[src/design/pli_pkg.sv]
`default_nettype none

package pli_pkg;

	localparam int unsigned DATA_W = 32;
	localparam int unsigned POS_W = 7;
	localparam int unsigned LEN_W = 7;

	typedef enum logic [1:0] {
		OP_INSERT = 2'd0,
		OP_DELETE = 2'd1,
		OP_READ   = 2'd2
	} op_t;

	typedef enum logic [1:0] {
		ST_OK     = 2'd0,
		ST_BADPOS = 2'd1,
		ST_FULL   = 2'd2
	} status_t;

	typedef struct packed {
		logic              ins;
		logic              del;
		logic [POS_W-1:0]  pos;
		logic [DATA_W-1:0] value;
	} cell_cmd_t;

endpackage

`default_nettype wire

[src/design/pli_cell.sv]
`default_nettype none

module pli_cell
	import pli_pkg::*;
#(
	parameter int unsigned IDX = 0
) (
	input  wire logic              clk,
	input  wire logic              arst_n,
	input  wire cell_cmd_t         cmd,
	input  wire logic [DATA_W-1:0] lower_in,
	input  wire logic [DATA_W-1:0] upper_in,
	output logic      [DATA_W-1:0] value,
	output logic      [DATA_W-1:0] sel_value
);

	localparam logic [31:0] SLOT = 32'(IDX + 1);

	logic [DATA_W-1:0] value_q;
	logic [DATA_W-1:0] value_d;
	logic              at_pos;
	logic              below_pos;
	logic [31:0]       pos_w;

	assign pos_w     = 32'(cmd.pos);
	assign at_pos    = (pos_w == SLOT);
	assign below_pos = (pos_w < SLOT);

	always_comb begin
		value_d = value_q;
		if (cmd.ins) begin
			if (at_pos) begin
				value_d = cmd.value;
			end else if (below_pos) begin
				value_d = lower_in;
			end
		end else if (cmd.del) begin
			if (at_pos || below_pos) begin
				value_d = upper_in;
			end
		end
	end

	always_ff @(posedge clk or negedge arst_n) begin
		if (!arst_n) begin
			value_q <= '0;
		end else begin
			value_q <= value_d;
		end
	end

	assign value     = value_q;
	assign sel_value = at_pos ? value_q : '0;

endmodule

`default_nettype wire

[config.mk]
export PLATFORM = sky130hd
export DESIGN_NAME = pli_cell
export DESIGN_NICKNAME = d
export VERILOG_FILES = /design/src/design/pli_pkg.sv /design/src/design/pli_cell.sv
export SDC_FILE = /design/constraint.sdc
export NUM_CORES = 1
export LEC_CHECK = 0
export ABC_AREA = 1
export BUFFER_PORTS_ARGS = -buffer_cell sky130_fd_sc_hd__buf_2
export CORE_MARGIN = 2
export CORE_UTILIZATION = 45
export DETAILED_ROUTE_END_ITERATION = 10
export PLACE_DENSITY = 0.85
export SYNTH_ARGS = -nofsm -noshare
export SYNTH_HDL_FRONTEND = slang
export SYNTH_SLANG_ARGS = --single-unit
[constraint.sdc]
create_clock -name clk -period 2.8 [get_ports clk]
set_input_delay 0.56 -clock clk [delete_from_list [all_inputs] [get_ports clk]]
set_output_delay 0.56 -clock clk [all_outputs]
set_load 0.01 [all_outputs]
Yosys cells after proc, flatten, opt, wreduce, memory -nomap -nowiden
Cells that the tools add are included.
{"block": "classes", "n_lt_le_gt_ge": 1, "eq_ne": 2, "mux": 6, "reduce_logical": 4}
{"operator": "$mux W32", "n": 6}
{"operator": "$eq A7 B1 Y1 const B", "n": 1}
{"operator": "$lt A7 B1 Y1 const B", "n": 1}
{"operator": "$reduce_bool A2 Y1", "n": 2}
{"operator": "$ne A3 B1 Y1 const B", "n": 1}
{"operator": "$reduce_and A3 Y1", "n": 1}
{"operator": "$logic_or A1 B1 Y1", "n": 1}
{"block": "word_totals", "reg_bits": 32, "out_inout_bits": 64, "elab_cells": 14}

Depth between registers and ports, before layout
Gate-level depths: netlist of run 1.
{"block": "depth", "word_depth": 5, "depth_mapped": 8, "mapped_depth_nobuf": 7}

Least setup slack after synthesis of run 1
Ideal clock, no wire load.
{"block": "synth_timing", "kind": "input to output", "startpoint": "input port cmd[33] (netlist bit)", "endpoint": "output port sel_value[0]", "t_arrival_ns": 1.216, "setup_slack_ns": 1.024, "path_stages": 6, "cell_sequence": "inv_1 -> nand2_1 -> nor2_1 -> nand2_2 -> buf_2 -> nor2_1"}
{"block": "synth_via", "elab_chain_len": 2}
{"item": "start: declaration", "line_no": "pli_cell.sv:10", "source": "input wire cell_cmd_t cmd,"}
{"item": "$eq A7 B1 Y1", "line_no": "pli_cell.sv:26", "source": "assign at_pos = (pos_w == SLOT);"}
{"item": "$mux W32", "line_no": "pli_cell.sv:53", "source": "assign sel_value = at_pos ? value_q : '0;"}
{"item": "end: declaration", "line_no": "pli_cell.sv:14", "source": "output logic [DATA_W-1:0] sel_value"}
No other way between the ends.

Worst setup path in the final report of run 1
{"block": "layout_timing", "startpoint": "input port cmd[33] (netlist bit)", "endpoint": "output port sel_value[4]"}
The elaborated chain is that of the path after synthesis.

==> results.md, run 1 <==
- Status: completed
- Skew final: 0 ns
- Slowest Stage Delay on Critical Path: ~0.26 ns
- Global-route wire length before repair: around 12000 µm
- Xor/xnor share of the synthesized area: 0%
- Syn Nets: roughly 570
- Most frequent cell after synthesis: inv_1
- Max_cap viols: 0
- FILL cells: 544
- Number of H-tree levels: 2
- CP startpoint kind: primary input
- Yosys cell types: 16
- Crit-path leading delay family: buffers and inverters
- Worst VDD drop: approximately 220 µV
- Total wire length: 7690 µm
- Cell row count: 27
- DR vias/cell: ~4.6
- Cell depth of the worst flop-to-flop path: 2
- Antenna Violating Nets Remaining: 0
- Residual DRC: 0
- Drt wl/cell: between 10 and 15 µm
- Seq/Total Area, Yosys: 30.6%
- Detailed Place HPWL: ~5700 µm
- Final worst setup slack: 0.569 ns
- Largest net degree at the start of global routing: 65
- Area growth syn-to-layout: 37.1%
- Max FFs per register: 32
- Post-synth EDFFs: 0
- Root Buffer: clkbuf_8
- CTS tree: built
- Slew Limit Fails: 0
- Syn avg cell area: between 5 and 6 µm²
- Worst-path fanout max: 34
- R2R Path End: value[3]
- Count of final setup violators: 0
- Fin util: between 60% and 70%
- Pleak: between 2 and 2.5 nW
- Die area: between 6000 and 7000 µm²
- Simple-gate share of the synthesized area: 38.8%
- R2R Path Start: value[3]
- Element type at the critical path end: output port
- CP Data Arrival Time: roughly 1.7 ns
- Multiplexer area fraction after synthesis: 0%
- Sinks on Clock Net: 32
- Area leader, netlist: dfrtp_1
- Flops & latches, synth: 32
- # diodes: 0
- Gr usage total: a little under a quarter
- Relative max-transition margin: a little over half
- Ranking of synthesized cells by area: dfrtp_1, inv_1, nor2_1, nand3_1, a21oi_1
- Vias in the first global route: about 3000
- CTS Buf Count: 5
- Final period util: about four fifths
- RSZ-0062 raised after global routing: false
- Core area: about 5600 µm²
- Commonest register cell after synthesis: dfrtp_1
- Synth Area in Adders: 0%
- Crit-path cells: buf_2, inv_1, nand2_1, nor2_1, nand2_2, buf_12, nor2_1, buf_2
- Drt pass-1 iters: 4
- Initial antenna violation count: 0
- Deepest clock path buffer count: 2
- Post_cts resized: 0
- Initial core utilization: 46.9%
- Ports: between 150 and 200
- Top-area cell type share of the netlist area: 30.6%
- CP max-delay cell: buf_12
- Final Wtd Congestion: ~0.76
- CTS Hold Bufs: 0
- Final Hold Slack: ~0.33 ns
- Die Span Y: 80.3 µm
- Power Dens Cells: approximately 440 nW/µm²
- Hold Fails Final Rpt: 0
- R2R Setup Slk: 2.09 ns
- Maximum clock rate: roughly 450 MHz
- Initial DRC count: ~170
- Port Buffers: between 150 and 200
- Main combinational cell family by area after synthesis: simple AND/OR/NAND/NOR gates
- Hold/Removal Path Class: in -> async
- Post-CTS Setup Inserts: 0
- Kind of critical path: in -> out
- Synth Area in Compound Gates: between 6 and 7%
- Post-Syn Area: between 2000 and 3000 µm²
- # nets final: between 700 and 800
- Yosys Warn Count: 0
- Via Count: approximately 3200
- CTS clk-pin slew, worst paths: approximately 0.07 ns
- Final TNS setup: 0 ns
- Top cells by count, synth: inv_1, nor2_1, nand3_1, nand2_1
- Dpl ws: between 0.5 and 0.6 ns
- Async SR Flop Fraction: between 90% and 100%
- Worst EP required: about 2.2 ns
- Clk_lat worst skew: 0.28 ns
- Die width: 80.3 µm
- Synthesized instance count: around 460
- Fin crit period: between 2 and 2.5 ns
- Slew at the pin with the worst max-slew slack: about 0.71 ns
- Layout cell share with drive strength beyond 1: 31.4%
- Gr ovfl total: 0
- Worst path bufs/invs: 4
==> through the flow <==
stage | total power, mW | std cells | instance area (µm²)
final | 1.56 | 694 | 3590
after global routing | 1.69 | 694 | 3590
after CTS | 1.58 | 694 | 3590
after detailed placement | 1.20 | 686 | 3500
after global placement | 1.18 | 686 | 3500
after floorplan | 0.942 | 462 | 2620
==> area by class of cell <==
| class | count | area (µm²) | share of cell area (%) |
|---|---|---|---|
| tap | 72 | 90.1 | 2.51 |
| inverter | 137 | 514 | 14.3 |
| clock buffer | 8 | 90.1 | 2.51 |
| sequential | 32 | 801 | 22.3 |
| timing repair buffer | 177 | 916 | 25.5 |
| multi-input combinational | 268 | 1180 | 32.8 |
==> how the worst max path moves through the flow <==
stage | startpoint | endpoint | slack (ns) | cells past startpoint
global route | cmd[33] | sel_value[4] | 0.43 | 8
global placement | cmd[33] | sel_value[19] | 0.61 | 8
detailed placement | cmd[33] | sel_value[4] | 0.58 | 8
floorplan | cmd[33] | sel_value[0] | 1.02 | 6
CTS | cmd[33] | sel_value[4] | 0.58 | 8
finish | cmd[33] | sel_value[4] | 0.57 | 8
==> cell usage in the layout (no fill, tap or decap) <==
master and count:
a21oi_1 32, buf_12 1, buf_2 170, buf_4 6
clkbuf_1 2, clkbuf_8 6, dfrtp_1 32, inv_1 132
inv_2 5, nand2_1 35, nand2_2 2, nand2_4 1
nand3_1 64, nand3_4 1, nor2_1 129, nor2_2 2
nor2_8 1, or2_1 1
==> layer usage <==
layer | GRT usage, % | part of all wire, % | vias up
met2 | 43.7 | 51 | 153
met1 | 27.6 | 41 | 1421
met4 | 8.64 | 1.1 | 0
met3 | 4.61 | 7.0 | 8
li1 | - | - | 1644
met5 | 0 | 0 | -
==> power by group <==
| part | switching [mW] | internal [mW] |
|---|---|---|
| registers | 0.0996 | 0.576 |
| logic | 0.291 | 0.232 |
| clock network | 0.164 | 0.200 |
| total | 0.554 | 1.01 |
==> logic make-up (layout without fill, tap and decap cells) <==
kind of cell,Yosys count,in the layout
flops,32,32
buf+inv,162,322
simple gates,236,236
compound gates,32,32
Power figures use the tool's default switching activity.
==> run 2: changes to the inputs <==
ABC_AREA = 0   (was 1)
CORE_UTILIZATION = 37   (was 45)
PLACE_DENSITY = 0.78   (was 0.85)
clock period = 1.9 ns   (was 2.8 ns; I/O delays follow)
==> run 2 against run 1 <==
Die area increased by 5.7%. Combinational power increased by 11%. Design area decreased by 7.1%. Hold slack got worse by 0.17 ns. Cell count decreased by 33%. Non-clock buffer count increased by 4. Critical path type unchanged. Register-to-register slack got worse by 0.87 ns. Highest routed layer unchanged. Synthesized area decreased by 13%. Critical path depth decreased by 3. Largest power group unchanged. Total power increased by 31%.
==> results.md, run 2 <==
- Status: completed
- Ranking of synthesized cells by area: dfrtp_1, o211ai_2, mux2i_1, nand3b_1, and3_1
- Final Wtd Congestion: 0.815
- Total wire length: 7130 µm
- Seq/Total Area, Yosys: about a third
- FILL cells: 524
- Critical path launch point: cmd[33]
- Deepest clock path buffer count: 2
- # nets final: slightly below 500
- Max_cap viols: 0
- Final TNS setup: 0 ns
- Hold/Removal Path Class: in -> async
- Commonest non-fill, non-tap cell in the layout: buf_2
- Syn Nets: roughly 330
- Via Count: about 2400
- Ports: approximately 170
- Die area: ~7000 µm²
- Port Buffers: 170
- Worst-path fanout max: 35
- CP Data Arrival Time: ~1.4 ns
- Area leader, netlist: dfrtp_1
- Flops & latches, synth: 32
- Post_cts resized: 0
- Slew at the pin with the worst max-slew slack: around 0.73 ns
- Layout cell share with drive strength beyond 1: 57.6%
- Async SR Flop Fraction: 100%
- Hold Fails Final Rpt: 0
- Initial DRC count: 75
- Root Buffer: clkbuf_8
- R2R Path Start: value[10]
- Area growth syn-to-layout: 46.1%
- DR vias/cell: between 5 and 6
- Number of H-tree levels: 2
- Detailed Place HPWL: 5340 µm
- Post-Syn Area: 2280 µm²
- Drt wl/cell: around 15 µm
- Initial antenna violation count: 0
- Post-CTS Setup Inserts: 0
- Top cells by count, synth: and3_1, dfrtp_1, mux2i_1, nand2_1, nand3b_1
- Largest net degree at the start of global routing: 36
- Multi-input gate area: around 1400 µm²
- Relative max-transition margin: 51.5%
- Global-route wire length before repair: around 10000 µm
- Synthesized instance count: 220
- Yosys cell types: 16
- Skew final: 0 ns
- Top-area cell type share of the netlist area: 35.1%
- Register area: 801 µm²
- Yosys Warn Count: 0
- Cell depth of the worst flop-to-flop path: 2
- Commonest register cell after synthesis: dfrtp_1
- Kind of critical path: in -> out
- Syn avg cell area: about 10 µm²
- Element type at the critical path end: output port
- Vias in the first global route: 2268
- Post-synth EDFFs: 0
- Final Hold Slack: roughly 0.16 ns
- Clk_lat worst skew: about 0.27 ns
- Sinks on Clock Net: 32
- Worst EP required: roughly 1.5 ns
- Final period util: 91.6%
- CTS Buf Count: 5
- Gr ovfl total: 0
- Max FFs per register: 32
- Die Span Y: slightly above 80 µm
- Residual DRC: 0
- Antenna Violating Nets Remaining: 0
- CTS tree: built
- Worst VDD drop: 320 µV
- Count of final setup violators: 0
- Fin crit period: around 1.7 ns
- CP startpoint kind: primary input
- Pleak: ~2.1 nW
- Gr usage total: between 20 and 25%
- CTS Hold Bufs: 0
- Initial core utilization: a little under two fifths
- Cell row count: 28
- Maximum clock rate: between 500 and 600 MHz
- Power Dens Cells: approximately 610 nW/µm²
- # diodes: 0
- Core area: approximately 6000 µm²
- CTS clk-pin slew, worst paths: roughly 0.060 ns
- Die width: 82.5 µm
- Slew Limit Fails: 0
- Drt pass-1 iters: 4
- RSZ-0062 raised after global routing: false
[run 2: cell count changes in the layout (fill, tap and decap cells not counted), sizes merged, moves of 32 or more]
cell | before | now
a21oi | 32 | 0
and3 | 0 | 32
inv | 137 | 0
mux2i | 0 | 32
nand3 | 65 | 0
nand3b | 0 | 32
nor2 | 132 | 1
o211ai | 0 | 33
[run 2: routing by layer]
layer / vias to the layer above / wire [µm] / global-route usage, %
met5: - / 0 / 0
met4: 0 / 47 / 4.75
met3: 6 / 562 / 4.57
met2: 113 / 3700 / 37.7
met1: 1101 / 2820 / 23.4
li1: 1146 / - / -
[run 2: critical path, stage by stage]
cell and delay, ns:
buf_2 0.11, nor4_4 0.34, buf_12 0.22, and3_1 0.17, buf_2 0.13
[run 2: final timing paths]
| path | to | slack, ns |
|---|---|---|
| min in group clk | value[16] | 0.36 |
| min reg2reg | value[30] | 0.50 |
| max in group asynchronous | value[24] | 1.28 |
| max reg2reg | value[10] | 1.22 |
| max | sel_value[0] | 0.16 |
| min | value[9] | 0.16 |
[run 2: stage by stage]
step	utilization (%)	power (mW)	cell area (µm²)	instances	setup slack, ns
6_report	55.9	2.05	3330	462	0.160
5_1_grt	55.9	2.19	3330	462	0.0913
4_1_cts	55.9	2.07	3330	462	0.151
3_5_place_dp	54.3	1.50	3240	455	0.0208
3_3_place_gp	54.3	1.48	3240	455	0.105
2_1_floorplan	-	1.18	2280	220	0.271
[run 2: kinds of logic (layout without fill, tap and decap cells)]
group | Yosys count | in the layout | synth area share (%)
AND/OR/NAND/NOR | 101 | 101 | 27.0
buffers and inverters | 21 | 188 | 5.65
flip-flops | 32 | 32 | 35.1
multiplexers | 32 | 32 | 14.0
AO/OA/AOI/OAI | 34 | 34 | 18.2
[run 2: power by group]
part / internal [mW] / leakage [nW] / switching (mW)
combinational: 0.292 / 1.66 / 0.290
sequential: 0.809 / 0.420 / 0.0908
clock: 0.322 / 0.0503 / 0.241
total: 1.42 / 2.13 / 0.622
[run 2: cell type report]
type | instances | share of cell area (%)
timing repair buffer | 181 | 29.5
sequential | 32 | 24.0
multi-input combinational | 167 | 40.7
tap | 75 | 2.82
clock buffer | 7 | 2.89
